<file path="src/design/baasm_pkg.sv">
// Package for the add/subtract/Booth multiply unit: payload types, command codes
// and the microprogram that sequences the datapath.
// No dependencies.
package baasm_pkg;

  localparam int IN_W  = 16;
  localparam int VAL_W = 32;

  typedef enum logic [1:0] {
    CMD_ADD  = 2'd0,
    CMD_SUB  = 2'd1,
    CMD_MUL  = 2'd2,
    CMD_NONE = 2'd3
  } cmd_t;

  typedef struct packed {
    logic [1:0]             cmd;
    logic signed [IN_W-1:0] operand_a;
    logic signed [IN_W-1:0] operand_b;
  } in_item_t;

  typedef struct packed {
    logic signed [VAL_W-1:0] value;
    logic                    overflow_flag;
    logic                    zero_flag;
    logic                    sign_flag;
    logic                    carry_flag;
  } out_item_t;

  typedef logic [2:0] upc_t;

  localparam upc_t STEP_FETCH = 3'd0;
  localparam upc_t STEP_ADD   = 3'd1;
  localparam upc_t STEP_SUB   = 3'd2;
  localparam upc_t STEP_NONE  = 3'd3;
  localparam upc_t STEP_BOOTH = 3'd4;

  typedef enum logic [1:0] {
    OP_ADD   = 2'd0,
    OP_SUB   = 2'd1,
    OP_BOOTH = 2'd2
  } alu_op_t;

  typedef enum logic [1:0] {
    RES_NONE = 2'd0,
    RES_SUM  = 2'd1,
    RES_ZERO = 2'd2,
    RES_PROD = 2'd3
  } res_t;

  typedef enum logic [1:0] {
    SQ_DISPATCH = 2'd0,
    SQ_RET      = 2'd1,
    SQ_LOOP     = 2'd2
  } seq_t;

  typedef struct packed {
    alu_op_t op;
    res_t    res;
    seq_t    seq;
    logic    load;
  } ctl_t;

  function automatic ctl_t ctl_rom(upc_t upc);
    ctl_t c;
    case (upc)
      STEP_FETCH: c = '{op: OP_ADD,   res: RES_NONE, seq: SQ_DISPATCH, load: 1'b1};
      STEP_ADD:   c = '{op: OP_ADD,   res: RES_SUM,  seq: SQ_RET,      load: 1'b0};
      STEP_SUB:   c = '{op: OP_SUB,   res: RES_SUM,  seq: SQ_RET,      load: 1'b0};
      STEP_NONE:  c = '{op: OP_ADD,   res: RES_ZERO, seq: SQ_RET,      load: 1'b0};
      STEP_BOOTH: c = '{op: OP_BOOTH, res: RES_PROD, seq: SQ_LOOP,     load: 1'b0};
      default:    c = '{op: OP_ADD,   res: RES_NONE, seq: SQ_RET,      load: 1'b0};
    endcase
    return c;
  endfunction

  function automatic upc_t dispatch(logic [1:0] cmd);
    upc_t t;
    case (cmd)
      CMD_ADD: t = STEP_ADD;
      CMD_SUB: t = STEP_SUB;
      CMD_MUL: t = STEP_BOOTH;
      default: t = STEP_NONE;
    endcase
    return t;
  endfunction

endpackage

</file>
<file path="src/design/baasm_if.sv">
// Valid/ready channel interfaces for the command and result streams.
// Depends on baasm_pkg for the payload types.
interface baasm_in_if import baasm_pkg::*; ();
  logic     valid;
  logic     ready;
  in_item_t data;

  modport source (output valid, output data, input ready);
  modport sink   (input valid, input data, output ready);
endinterface

interface baasm_out_if import baasm_pkg::*; ();
  logic      valid;
  logic      ready;
  out_item_t data;

  modport source (output valid, output data, input ready);
  modport sink   (input valid, input data, output ready);
endinterface

</file>
<file path="src/design/booth_alu_add_sub_mul.sv">
// Add, subtract and radix-2 Booth multiply unit, run by a small microprogram.
// Depends on baasm_pkg and the channel interfaces in baasm_if.sv.
//
// One command is taken at a time. Add and subtract run a load step and one pass through
// the shared WIDTH+1 bit adder. Multiply runs a load step and WIDTH Booth add/shift
// steps on that same adder, the last of which writes the result register. A new
// command is taken in the cycle after its predecessor's result is written, while that
// result still waits to be taken; if the result register is still occupied, the final
// step holds until it drains. Operands are sign-extended or cut to WIDTH bits; the
// product is 2*WIDTH bits and value carries its low 32 bits, sign-extended if narrower.
module booth_alu_add_sub_mul import baasm_pkg::*; #(
  parameter int WIDTH = 16
) (
  input  logic         clk,
  input  logic         rst_n,
  baasm_in_if.sink     in_ch,
  baasm_out_if.source  out_ch
);

  localparam int CW = $clog2(WIDTH);
  localparam int PW = 2 * WIDTH;

  function automatic logic [WIDTH-1:0] fit(logic [IN_W-1:0] x);
    logic [WIDTH-1:0] r;
    for (int i = 0; i < WIDTH; i++) begin
      r[i] = x[(i < IN_W) ? i : IN_W - 1];
    end
    return r;
  endfunction

  upc_t             upc_r, upc_nxt;
  logic [WIDTH-1:0] a_r;
  logic [WIDTH:0]   acc_r;
  logic [WIDTH-1:0] q_r;
  logic             qm1_r;
  logic [CW-1:0]    cnt_r;
  out_item_t        out_r, res_item;
  logic             out_valid_r;

  ctl_t             ctl;
  logic             out_free, load, step, wr;
  logic [WIDTH:0]   ax, ay, sum;
  logic             cin;
  logic [WIDTH-1:0] r_sum;
  logic             c_raw, c_top;
  logic             y_top, c_out;
  logic [WIDTH:0]   acc_sh;
  logic [WIDTH-1:0] q_sh;
  logic [PW-1:0]    prod;
  logic [VAL_W-1:0] sum_val, prod_val;

  assign ctl       = ctl_rom(upc_r);
  assign out_free  = !out_valid_r || out_ch.ready;
  assign in_ch.ready  = ctl.load;
  assign out_ch.valid = out_valid_r;
  assign out_ch.data  = out_r;

  always_comb begin
    ax  = '0;
    ay  = '0;
    cin = 1'b0;
    case (ctl.op)
      OP_ADD: begin
        ax = {1'b0, a_r};
        ay = {1'b0, q_r};
      end
      OP_SUB: begin
        ax  = {1'b0, a_r};
        ay  = {1'b0, ~q_r};
        cin = 1'b1;
      end
      OP_BOOTH: begin
        ax = acc_r;
        case ({q_r[0], qm1_r})
          2'b01: ay = {a_r[WIDTH-1], a_r};
          2'b10: begin
            ay  = ~{a_r[WIDTH-1], a_r};
            cin = 1'b1;
          end
          default: ay = '0;
        endcase
      end
      default: ;
    endcase
  end

  assign sum    = ax + ay + {{WIDTH{1'b0}}, cin};
  assign r_sum  = sum[WIDTH-1:0];
  assign c_raw  = sum[WIDTH];
  // top bit of the negated subtrahend
  assign y_top  = (ctl.op == OP_SUB) ? (~q_r[WIDTH-1] ^ (q_r[WIDTH-2:0] == '0))
                                     : ay[WIDTH-1];
  assign c_top  = ax[WIDTH-1] ^ y_top ^ sum[WIDTH-1];
  // subtracting zero carries nothing out
  assign c_out  = c_raw & ((ctl.op != OP_SUB) | (|q_r));
  assign acc_sh = {sum[WIDTH], sum[WIDTH:1]};
  assign q_sh   = {sum[0], q_r[WIDTH-1:1]};
  assign prod   = {acc_sh[WIDTH-1:0], q_sh};

  always_comb begin
    for (int i = 0; i < VAL_W; i++) begin
      sum_val[i]  = r_sum[(i < WIDTH) ? i : WIDTH - 1];
      prod_val[i] = prod[(i < PW) ? i : PW - 1];
    end
  end

  always_comb begin
    res_item = '0;
    case (ctl.res)
      RES_SUM: begin
        res_item.value         = sum_val;
        res_item.overflow_flag = c_top ^ c_out;
        res_item.zero_flag     = (r_sum == '0);
        res_item.sign_flag     = r_sum[WIDTH-1];
        res_item.carry_flag    = c_out;
      end
      RES_PROD: begin
        res_item.value     = prod_val;
        res_item.zero_flag = (prod == '0);
        res_item.sign_flag = prod[PW-1];
      end
      default: res_item = '0;
    endcase
  end

  always_comb begin
    upc_nxt = upc_r;
    load    = 1'b0;
    step    = 1'b0;
    wr      = 1'b0;
    case (ctl.seq)
      SQ_DISPATCH: begin
        if (in_ch.valid) begin
          load    = 1'b1;
          upc_nxt = dispatch(in_ch.data.cmd);
        end
      end
      SQ_RET: begin
        if (out_free) begin
          wr      = 1'b1;
          upc_nxt = STEP_FETCH;
        end
      end
      SQ_LOOP: begin
        if (cnt_r != '0) begin
          step = 1'b1;
        end else if (out_free) begin
          step    = 1'b1;
          wr      = 1'b1;
          upc_nxt = STEP_FETCH;
        end
      end
      default: upc_nxt = STEP_FETCH;
    endcase
  end

  always_ff @(posedge clk) begin
    if (!rst_n) begin
      upc_r       <= STEP_FETCH;
      out_valid_r <= 1'b0;
    end else begin
      upc_r <= upc_nxt;
      if (wr) begin
        out_valid_r <= 1'b1;
      end else if (out_ch.ready) begin
        out_valid_r <= 1'b0;
      end
    end
  end

  always_ff @(posedge clk) begin
    if (load) begin
      a_r   <= fit(in_ch.data.operand_a);
      q_r   <= fit(in_ch.data.operand_b);
      acc_r <= '0;
      qm1_r <= 1'b0;
      cnt_r <= CW'(WIDTH - 1);
    end else if (step) begin
      acc_r <= acc_sh;
      q_r   <= q_sh;
      qm1_r <= q_r[0];
      cnt_r <= cnt_r - CW'(1);
    end
    if (wr) begin
      out_r <= res_item;
    end
  end

endmodule

</file>
<file path="src/flat_wrapper.sv">
// flat-port wrapper written by rule: the top's interface ports become plain ports
module booth_alu_add_sub_mul_flat import baasm_pkg::*;
#(
  parameter int WIDTH = 16
)
  (clk, rst_n, in_ch_valid, in_ch_data, in_ch_ready, out_ch_valid, out_ch_data, out_ch_ready);
  baasm_in_if in_ch_i ();
  baasm_out_if out_ch_i ();
  input  logic clk;
  input  logic rst_n;
  input wire logic [$bits(in_ch_i.valid)-1:0] in_ch_valid;
  input wire logic [$bits(in_ch_i.data)-1:0] in_ch_data;
  output wire logic [$bits(in_ch_i.ready)-1:0] in_ch_ready;
  output wire logic [$bits(out_ch_i.valid)-1:0] out_ch_valid;
  output wire logic [$bits(out_ch_i.data)-1:0] out_ch_data;
  input wire logic [$bits(out_ch_i.ready)-1:0] out_ch_ready;
  assign in_ch_i.valid = in_ch_valid;
  assign in_ch_i.data = in_ch_data;
  assign in_ch_ready = in_ch_i.ready;
  assign out_ch_valid = out_ch_i.valid;
  assign out_ch_data = out_ch_i.data;
  assign out_ch_i.ready = out_ch_ready;
  booth_alu_add_sub_mul #(.WIDTH(WIDTH)) u_core (.clk(clk), .rst_n(rst_n), .in_ch(in_ch_i), .out_ch(out_ch_i));
endmodule
</file>
<file path="config.mk">
export PLATFORM = sky130hd
export DESIGN_NAME = booth_alu_add_sub_mul_flat
export DESIGN_NICKNAME = d
export VERILOG_FILES = /design/src/design/baasm_pkg.sv /design/src/design/baasm_if.sv /design/src/design/booth_alu_add_sub_mul.sv /design/src/flat_wrapper.sv
export SDC_FILE = /design/constraint.sdc
export NUM_CORES = 1
export LEC_CHECK = 0
export BUFFER_PORTS_ARGS = -buffer_cell sky130_fd_sc_hd__buf_2
export CAP_MARGIN = 30
export CORE_AREA = 2 2 106 108
export CTS_CLUSTER_SIZE = 40
export DETAILED_ROUTE_END_ITERATION = 12
export DIE_AREA = 0 0 108 110
export GPL_TIMING_DRIVEN = 0
export MAX_ROUTING_LAYER = met4
export PLACE_DENSITY = 0.82
export SLEW_MARGIN = 10
export SYNTH_ARGS = -nofsm -noshare
export SYNTH_HDL_FRONTEND = slang
export SYNTH_SLANG_ARGS = --single-unit
</file>
<file path="constraint.sdc">
create_clock -name clk -period 4.25 [get_ports clk]
set_input_delay 0.425 -clock clk [delete_from_list [all_inputs] [get_ports clk]]
set_output_delay 0.425 -clock clk [all_outputs]
set_load 0.01 [all_outputs]
</file>
==> results of run 1 <==
[metrics by stage]
step           setup TNS, ns  hold slack [ns]  cell area, µm²
2_1_floorplan              0            0.437            5210
3_3_place_gp          -33.57            0.442            5760
3_5_place_dp           -7.55            0.448            5790
4_1_cts                    0            0.208            6040
5_1_grt                -1.56            0.202            6130
6_report                   0            0.207            6130
[layout make-up]
class / count / area, µm² / area share
Multi-Input combinational cell: 451 / 2630 / 0.430
Sequential cell: 92 / 2520 / 0.411
Timing Repair Buffer: 79 / 418 / 0.0681
Tap cell: 140 / 175 / 0.0286
Buffer: 29 / 148 / 0.0241
Clock buffer: 9 / 124 / 0.0202
Clock inverter: 7 / 67.6 / 0.0110
Inverter: 13 / 48.8 / 0.00796
[per-layer routing]
layer	GRT usage	vias up
met3	0.0441	45
met1	0.311	2149
met5	-	-
li1	-	2241
met2	0.392	225
met4	0.0998	0
[logic make-up (layout without fill, tap and decap cells)]
logic type | count (synthesis) | after routing
buffers and inverters | 42 | 137
and+or+nand+nor | 253 | 253
DFF | 92 | 92
muxes | 2 | 2
adders and majority gates | 25 | 25
xor gates and xnor gates | 20 | 20
AOI/OAI and AO/OA | 151 | 151
[sequential cells by signal, indices dropped and copies added, names as in the netlist]
name / count
u_core.qm1_r: 1
u_core.q_r: 16
u_core.acc_r: 16
u_core.upc_r: 3
u_core.out_ch.data: 35
u_core.out_ch.valid: 1
u_core.a_r: 16
u_core.cnt_r: 4
[placed cells by master, fill, tap and decap left out, drive strengths merged, types with 9 or more instances in the layout]
master / instances
edfxtp: 67
o21ai: 55
ha: 23
xor2: 9
clkbuf: 31
nor2: 38
buf: 86
dfxtp: 25
inv: 16
a21oi: 39
nand2: 171
a22o: 9
a21o: 9
xnor2: 11
[worst max-delay path, stage by stage, from the launching register on]
cell and delay [ns]:
sky130_fd_sc_hd__dfxtp_4 0.38, sky130_fd_sc_hd__nor2_4 0.16, sky130_fd_sc_hd__and2_1 0.14, sky130_fd_sc_hd__buf_4 0.13, sky130_fd_sc_hd__inv_1 0.05, sky130_fd_sc_hd__clkbuf_4 0.18
sky130_fd_sc_hd__o21ai_2 0.15, sky130_fd_sc_hd__buf_6 0.19, sky130_fd_sc_hd__nand2_1 0.05, sky130_fd_sc_hd__o21ai_0 0.14, sky130_fd_sc_hd__o21ai_1 0.12, sky130_fd_sc_hd__ha_1 0.34
sky130_fd_sc_hd__a2111oi_0 0.61, sky130_fd_sc_hd__a21oi_1 0.11, sky130_fd_sc_hd__nand2_2 0.17, sky130_fd_sc_hd__o21ai_0 0.10, sky130_fd_sc_hd__o211ai_1 0.16, sky130_fd_sc_hd__xnor2_2 0.22
sky130_fd_sc_hd__xor2_1 0.21, sky130_fd_sc_hd__mux2_2 0.35
[Yosys cell counts (all sizes together) (6+ instances only)]
cell type,n,area [µm²]
dfxtp,25,500
ha,23,288
inv,12,45.0
a21oi,39,195
xnor2,11,96.3
nand2,171,642
clkbuf,24,90.1
xor2,9,78.8
nor2b,7,43.8
a211oi,6,45.0
nor4,6,37.5
nor2,38,148
o21ai,55,275
nand2b,7,43.8
a21o,9,67.6
a22o,9,78.8
edfxtp,67,2010
[power breakdown]
part           switching, mW  total [mW]  leakage [nW]  internal (mW)
registers             0.0707        1.14         0.821           1.07
clock network          0.350       0.579        0.0958          0.229
logic                  0.626       0.988          1.63          0.362
[final timing paths]
path | depth (start not counted) | end | slack [ns] | start
max | 19 | u_core.out_ch.data[3] | 0.04 | u_core.upc_r[0]
min | 1 | u_core.a_r[0] | 0.21 | in_ch_data[16]
max reg2reg | 19 | u_core.out_ch.data[3] | 0.04 | u_core.upc_r[0]
min reg2reg | 2 | u_core.acc_r[9] | 0.46 | u_core.acc_r[9]
[timing repair]
action | CTS | global route
setup buffers | 1 | 2
resized for setup | 14 | 26
hold buffers | 0 | 0
pin swaps | 1 | 3
setup endpoints to repair | 26 | 21
==> metrics.md, run 1 <==
| Metric | Value |
|---|---|
| Result of the run | `finished clean` |
| Global-route wire length before repair | `21.8 mm` |
| CTS Sinks | `92` |
| Synth cell types | `56` |
| Latest clock arrival within the worst-skew pair | `0.39 ns` |
| EDFF count, synth | `67` |
| 1st-pass router iterations | `5` |
| Layout fillers | `959` |
| Cell area power density | `442 nW/µm²` |
| Clk root buf | `sky130_fd_sc_hd__clkbuf_8` |
| Height of the die | `110 µm` |
| Post-Place Cells | `801` |
| Post-synthesis sequential element count | `92` |
| Total inserted antenna cells | `0` |
| Crit path time final | `4.21 ns` |
| Final-report setup violation count | `0` |
| Area fraction in compound gates after synthesis | `0.178` |
| Final global-route overflow total | `0` |
| Worst setup EP type | `flop` |
| Timing-limited maximum frequency | `238 MHz` |
| Post-layout util | `0.573` |
| Netlist area before placement | `5210 µm²` |
| Fin. max-slew vios | `0` |
| Worst slack, placed | `-0.715 ns` |
| Vias post-DR | `4660` |
| Sort of element at the start of the critical path | `flop` |
| Initial antenna violation count | `0` |
| Nets | `738` |
| Starting density of the core | `0.487` |
| Number of global-route vias before repair | `4448` |
| Overall routing resource usage | `0.245` |
| Endpoints failing hold | `0` |
| Top Layer Used | `met4` |
| Xor/xnor cell area share of the yosys netlist | `0.0336` |
| Reported max-cap violation count | `0` |
| Max transition margin | `0.555` |
| Net Count, Synth | `648` |
| Number of buffers created by CTS | `9` |
| FFs w/ async S/R, synth | `0` |
| Fraction of the yosys area taken by sequential cells | `0.482` |
| Main combinational cell family by area after synthesis | `simple AND/OR/NAND/NOR gates` |
| Yosys Warn Count | `0` |
| Count of nets left with antenna violations after detail routing | `0` |
| Design Power | `2.71 mW` |
| Horizontal extent of the die | `108 µm` |
| Crit path max fanout | `10` |
| Adder and majority cell fraction of the synthesized area | `0.0629` |
| Most frequently used flop master after synthesis | `sky130_fd_sc_hd__edfxtp_1` |
| Floorplan Core Area | `10700 µm²` |
| Critical Setup Path Class | `flop to flop` |
| Clock skew after layout | `0.0172 ns` |
| Fraction of synthesized area in multiplexers | `0.00408` |
| Number of standard-cell rows in the floorplan | `38` |
| Simple-gate share of the synthesized area | `0.206` |
| Mean instance size in the synthesized netlist | `8.91 µm²` |
| Post-route clock period utilization | `0.990` |
| Register clock-pin slew on the reported worst setup and hold paths | `0.10 ns` |
| Number of levels the H-tree was split into | `3` |
| Initial detailed-routing violation count | `342` |
| Top Ports | `76` |
| Met3 wirelength from detailed routing | `1.07 mm` |
| Syn-to-layout area delta | `17.6%` |
| Slew at the pin with the worst max-slew slack | `0.651 ns` |
| TritonCTS clock tree | `yes` |
| Leak pwr | `2.55 nW` |
| Data arrival time at the worst-slack endpoint | `4.34 ns` |
| Clock tree buffer depth | `2` |
| Number of standard cells in the final layout excluding fillers | `820` |
| Routed length on met1 | `5.72 mm` |
| Routed wire length | `13.8 mm` |
| # port buffers | `75` |
| Synthesized netlist cell count | `585` |
| Path category of the worst min-delay check | `primary input to flop` |
| Number of design rule violations left after detail routing | `0` |
| Routed met2 length | `6.50 mm` |
| Post-detailed-route via-to-cell ratio | `5.68` |
| GP Congestion | `0.993` |
| Layout cell share with drive strength beyond 1 | `0.193` |
| Required @ worst endpoint | `4.38 ns` |
| Pin count of the biggest net entering global routing | `36` |
| Worst vdd ir | `189 µV` |
| Post-detailed-route wirelength per cell | `16.9 µm` |
| Placed wire-length estimate after detailed placement | `10.3 mm` |
| Die footprint | `11900 µm²` |
| Worst Slack Setup Final | `0.0432 ns` |
No activity file was read; power rests on OpenSTA's default activity.
==> run 2, diff against run 1 <==
- MAX_ROUTING_LAYER: met4 -> default
- REMOVE_ABC_BUFFERS: default -> 1
==> metrics.md, run 2 (synthesis results as in run 1) <==
| Metric | Value |
|---|---|
| Endpoints failing hold | `0` |
| Total inserted antenna cells | `0` |
| Post-Place Cells | `777` |
| Nets | `718` |
| Crit path launch | `u_core.upc_r[1]` |
| Placed wire-length estimate after detailed placement | `9.19 mm` |
| Fraction of power consumed by the clock network | `0.223` |
| Clock tree buffer depth | `2` |
| TritonCTS clock tree | `yes` |
| Combinational fraction of design power | `0.350` |
| Flip-flop count of the largest register after layout | `35` |
| Leak pwr | `2.54 nW` |
| Cells along the critical path | `nor2_4, and2_4, clkinvlp_4, buf_16, or3_1, a31oi_2, fa_2, inv_1, fa_1, nand2b_4, a21oi_4, o21ai_4, o211a_1, a311oi_4, a31oi_1, and2_4, mux2_2` |
| Pin count of the biggest net entering global routing | `51` |
| Fin. max-slew vios | `0` |
| Post-detailed-route via-to-cell ratio | `5.70` |
| Top Ports | `76` |
| Crit path time final | `4.05 ns` |
| Sequential power share | `0.427` |
| Result of the run | `finished clean` |
| Total internal power | `1.73 mW` |
| Final global-route overflow total | `0` |
| Routed wire length | `13.4 mm` |
| Latest clock arrival within the worst-skew pair | `0.37 ns` |
| Worst setup EP type | `flop` |
| Slew at the pin with the worst max-slew slack | `0.902 ns` |
| Die footprint | `11900 µm²` |
| Layout fillers | `970` |
| Crit-path slowest cell | `sky130_fd_sc_hd__fa_1` |
| Clock skew after layout | `0.00832 ns` |
| Count of nets left with antenna violations after detail routing | `0` |
| Vias post-DR | `4562` |
| Path category of the worst min-delay check | `primary input to flop` |
| Max transition margin | `0.398` |
| Global-route wire length before repair | `21.5 mm` |
| Sort of element at the start of the critical path | `flop` |
| Post-route clock period utilization | `0.954` |
| Cell area power density | `437 nW/µm²` |
| Starting density of the core | `0.487` |
| Required @ worst endpoint | `4.37 ns` |
| Launching point of the worst reg2reg path | `u_core.upc_r[1]` |
| Timing-limited maximum frequency | `247 MHz` |
| Hold Startpoint | `in_ch_data[31]` |
| Post-detailed-route wirelength per cell | `16.8 µm` |
| Number of levels the H-tree was split into | `3` |
| Final-report setup violation count | `0` |
| Worst vdd ir | `175 µV` |
| Clk root buf | `sky130_fd_sc_hd__clkbuf_8` |
| Final-layout worst hold slack | `0.221 ns` |
| Number of design rule violations left after detail routing | `0` |
| Sw Ratio | `0.353` |
| Number of standard-cell rows in the floorplan | `38` |
| Number of standard cells in the final layout excluding fillers | `800` |
| Worst stage delay on the critical path | `0.40 ns` |
| Initial detailed-routing violation count | `451` |
| Horizontal extent of the die | `108 µm` |
| Number of buffers created by CTS | `9` |
| Syn-to-layout area delta | `17.4%` |
| GP Congestion | `0.919` |
| Floorplan Core Area | `10700 µm²` |
| Setup repair after global routing missed its margin | `no` |
| Cell mode on critical path | `sky130_fd_sc_hd__and2_4` |
| Hold buffer count at CTS | `0` |
| Initial antenna violation count | `0` |
| Buffers and inverters on the worst path | `3` |
| Most used cells in the layout excluding fill and tap cells | `170 x sky130_fd_sc_hd__nand2_1, 75 x sky130_fd_sc_hd__buf_2, 67 x sky130_fd_sc_hd__edfxtp_1, 51 x sky130_fd_sc_hd__o21ai_0, 38 x sky130_fd_sc_hd__a21oi_1` |
| Layout cell share with drive strength beyond 1 | `0.195` |
| Family with the most delay on the worst path | `compound AO/OA/AOI/OAI gates` |
| CTS Sinks | `92` |
| Critical Setup Path Class | `flop to flop` |
| Crit path max fanout | `31` |
| Number of global-route vias before repair | `4322` |
| 1st-pass router iterations | `6` |
| Overall routing resource usage | `0.237` |
| Data arrival time at the worst-slack endpoint | `4.18 ns` |
| Register clock-pin slew on the reported worst setup and hold paths | `0.08 ns` |
| Sw Pwr | `945 µW` |
| Reported max-cap violation count | `0` |
| Leading cell type in the layout, fill and taps excluded | `sky130_fd_sc_hd__nand2_1` |
| # port buffers | `75` |
| Height of the die | `110 µm` |
run 2: cell count changes in the layout (fill, tap and decap cells not counted), moves of 3 or more:
cell                       delta
sky130_fd_sc_hd__o21ai_1      -3
sky130_fd_sc_hd__clkbuf_2     -3
sky130_fd_sc_hd__inv_8        -3
sky130_fd_sc_hd__clkbuf_1    -15
run 2: through the flow:
| stage | total power, mW | utilization | worst slack [ns] | cell area (µm²) | TNS (ns) |
|---|---|---|---|---|---|
| finish | 2.68 | 0.572 | 0.196 | 6120 | 0 |
| global route | 2.82 | 0.572 | 0.00777 | 6120 | 0 |
| CTS | 2.63 | 0.564 | 0.0112 | 6030 | 0 |
| detailed placement | 2.01 | 0.538 | -1.42 | 5750 | -35.07 |
| global placement | 1.98 | 0.527 | -2.75 | 5640 | -223.58 |
| floorplan | 1.75 | - | -0.975 | 5090 | -23.54 |
run 2: path summary, 6_finish.rpt:
kind,endpoint,slack (ns),depth (start not counted)
setup reg to reg,u_core.out_ch.data[3],0.20,17
setup / recovery,u_core.out_ch.data[3],0.20,17
hold / removal,u_core.a_r[15],0.22,1
hold reg to reg,u_core.acc_r[12],0.46,2
run 2: cell type report:
| cell class | instances | area [µm²] | share of cell area |
|---|---|---|---|
| clock inverters | 2 | 33.8 | 0.00552 |
| well taps | 140 | 175 | 0.0286 |
| clock buffers | 14 | 163 | 0.0266 |
| inverters | 13 | 53.8 | 0.00879 |
| repair buffers | 86 | 513 | 0.0838 |
| flip-flops and latches | 92 | 2520 | 0.412 |
| multi-input cells | 453 | 2660 | 0.435 |
run 2: metal layers:
metal	vias up	wire length, µm	GRT usage	share of wire
met5	-	0	0	0
met4	0	340	0.114	0.025
met3	23	1090	0.0412	0.081
met2	224	5970	0.362	0.44
met1	2117	6020	0.329	0.45
li1	2198	-	-	-
run 2: power groups by stage:
stage / clock (mW) / combinational [mW] / sequential [mW]
floorplan: 0 / 0.604 / 1.15
global placement: 0 / 0.822 / 1.16
detailed placement: 0 / 0.850 / 1.16
CTS: 0.610 / 0.878 / 1.14
global route: 0.636 / 1.03 / 1.15
finish: 0.596 / 0.937 / 1.14
run 2: what timing repair did:
action,CTS,global route
setup buffers,4,1
pin swaps,2,2
endpoints found under the setup margin,44,24
cloned,2,0
resized for setup,9,18
==> run 3, diff against run 2 <==
- clock period: 4.25 -> 3.61 ns (I/O delays scaled with it)
==> metrics.md, run 3 (synthesis results as in run 1) <==
| Metric | Value |
|---|---|
| Result of the run | `complete, but fails checks` |
| Violations in the final reports | `negative setup slack` |
| Crit path time final | `3.82 ns` |
| TritonCTS clock tree | `yes` |
| Required @ worst endpoint | `3.84 ns` |
| Endpoints failing hold | `0` |
| Number of standard-cell rows in the floorplan | `38` |
| Initial antenna violation count | `0` |
| Setup slack of the worst register-to-register path | `-0.21 ns` |
| Reported max-cap violation count | `0` |
| Placed Instance Area | `5750 µm²` |
| Register clock-pin slew on the reported worst setup and hold paths | `0.09 ns` |
| Leading cell type in the layout, fill and taps excluded | `sky130_fd_sc_hd__nand2_1` |
| Die footprint | `11900 µm²` |
| Latest clock arrival within the worst-skew pair | `0.37 ns` |
| Setup TNS Final | `-0.523 ns` |
| Horizontal extent of the die | `108 µm` |
| Total internal power | `2.23 mW` |
| GP Congestion | `0.919` |
| Worst stage delay on the critical path | `0.48 ns` |
| Height of the die | `110 µm` |
| Cell mode on critical path | `sky130_fd_sc_hd__fa_2` |
| Post-route clock period utilization | `1.06` |
| Worst vdd ir | `227 µV` |
| Flip-flop count of the largest register after layout | `35` |
| Overall routing resource usage | `0.252` |
| Sequential power share | `0.389` |
| Post-detailed-route wirelength per cell | `17.7 µm` |
| Slew at the pin with the worst max-slew slack | `0.911 ns` |
| Path category of the worst min-delay check | `primary input to flop` |
| Starting density of the core | `0.487` |
| Sw Pwr | `1.23 mW` |
| Most used cells in the layout excluding fill and tap cells | `170 x sky130_fd_sc_hd__nand2_1, 75 x sky130_fd_sc_hd__buf_2, 67 x sky130_fd_sc_hd__edfxtp_1, 41 x sky130_fd_sc_hd__o21ai_0, 35 x sky130_fd_sc_hd__nor2_1` |
| Fin. max-slew vios | `0` |
| Crit-path slowest cell | `sky130_fd_sc_hd__or4b_4` |
| Pin count of the biggest net entering global routing | `51` |
| 1st-pass router iterations | `5` |
| Top Layer Used | `met4` |
| # port buffers | `75` |
| Clk root buf | `sky130_fd_sc_hd__clkbuf_8` |
| Family with the most delay on the worst path | `simple AND/OR/NAND/NOR gates` |
| Cells along the critical path | `nor2_4, and2_4, clkinvlp_4, clkbuf_16, or3_4, a31oi_4, fa_2, inv_2, fa_2, buf_6, xnor2_4, or4b_4, nor3_2, nand4_1, nor4_2, o2111a_1` |
| Top Ports | `76` |
| Final-report setup violation count | `4` |
| Met3 wirelength from detailed routing | `1.25 mm` |
| Design Power | `3.47 mW` |
| Post-detailed-route via-to-cell ratio | `5.77` |
| Data arrival time at the worst-slack endpoint | `4.05 ns` |
| Cell area after layout | `6620 µm²` |
| Sw Ratio | `0.356` |
| Clock skew after layout | `0.0115 ns` |
| Sort of element at the start of the critical path | `flop` |
| Fraction of power consumed by the clock network | `0.204` |
| Setup repair after global routing missed its margin | `yes` |
| Buffers and inverters on the worst path | `4` |
| Worst Slack Setup Final | `-0.211 ns` |
| Initial detailed-routing violation count | `451` |
| Floorplan Core Area | `10700 µm²` |
| Combined flip-flop and latch cell area | `2520 µm²` |
| Final global-route overflow total | `0` |
| Routed met2 length | `6.83 mm` |
| Crit path max fanout | `3` |
| Syn-to-layout area delta | `27.0%` |
| Nets | `749` |
| Number of levels the H-tree was split into | `3` |
| Hold buffer count at CTS | `0` |
| Worst setup EP type | `flop` |
| Cell area power density | `524 nW/µm²` |
| Timing-limited maximum frequency | `262 MHz` |
| Clock tree buffer depth | `2` |
| Global-route wire length before repair | `22.9 mm` |
| Count of nets left with antenna violations after detail routing | `0` |
| Layout cell share with drive strength beyond 1 | `0.285` |
| Vias post-DR | `4793` |
| CTS Sinks | `92` |
| Number of design rule violations left after detail routing | `0` |
| Combinational fraction of design power | `0.408` |
| Layout fillers | `881` |
| Critical Setup Path Class | `flop to flop` |
| Routed wire length | `14.7 mm` |
| Total inserted antenna cells | `0` |
| Number of global-route vias before repair | `4578` |
| Routed length on met1 | `6.19 mm` |
| Max transition margin | `0.392` |
| Placed wire-length estimate after detailed placement | `9.19 mm` |
| Leak pwr | `2.75 nW` |
| Number of buffers created by CTS | `9` |
| Multi-input logic area | `2870 µm²` |
-- run 3: path summary, 6_finish.rpt --
check / start / endpoint / depth (start not counted)
worst min-delay path: in_ch_data[24] / u_core.a_r[8] / 1
worst max register to register: u_core.upc_r[1] / u_core.out_ch.data[2] / 16
worst min register to register: u_core.acc_r[12] / u_core.acc_r[12] / 2
worst max-delay path: u_core.upc_r[1] / u_core.out_ch.data[2] / 16
-- run 3: final cells by class --
cell class / count / share of cell area
multi-input cells: 453 / 0.434
repair buffers: 117 / 0.121
clock inverters: 2 / 0.00510
well taps: 140 / 0.0265
inverters: 13 / 0.00813
flip-flops and latches: 92 / 0.381
clock buffers: 14 / 0.0246
-- run 3: metal layers --
layer,GRT usage,vias to the layer above
li1,-,2264
met1,0.339,2213
met2,0.398,269
met3,0.0412,47
met4,0.121,0
met5,0,-
-- run 3: repair_timing --
item | in CTS | in global routing
gates cloned | 3 | 0
pin swaps | 20 | 23
gates resized for setup | 51 | 41
setup buffers | 25 | 10
endpoints found under the setup margin | 100 | 30
-- run 3: through the flow --
step	worst slack [ns]	hold WS [ns]	utilization	cells
floorplan	-1.62	0.437	-	556
finish	-0.211	0.159	0.619	831
global placement	-3.39	0.443	0.527	771
detailed placement	-2.06	0.449	0.538	777
global route	-0.303	0.148	0.619	831
CTS	-0.157	0.145	0.599	821
-- run 3: power by group through the flow --
stage | logic (mW) | registers [mW] | clock network [mW]
3_3_place_gp | 0.968 | 1.36 | 0
2_1_floorplan | 0.711 | 1.35 | 0
4_1_cts | 1.21 | 1.34 | 0.718
3_5_place_dp | 1.00 | 1.36 | 0
5_1_grt | 1.53 | 1.35 | 0.747
6_report | 1.41 | 1.35 | 0.706
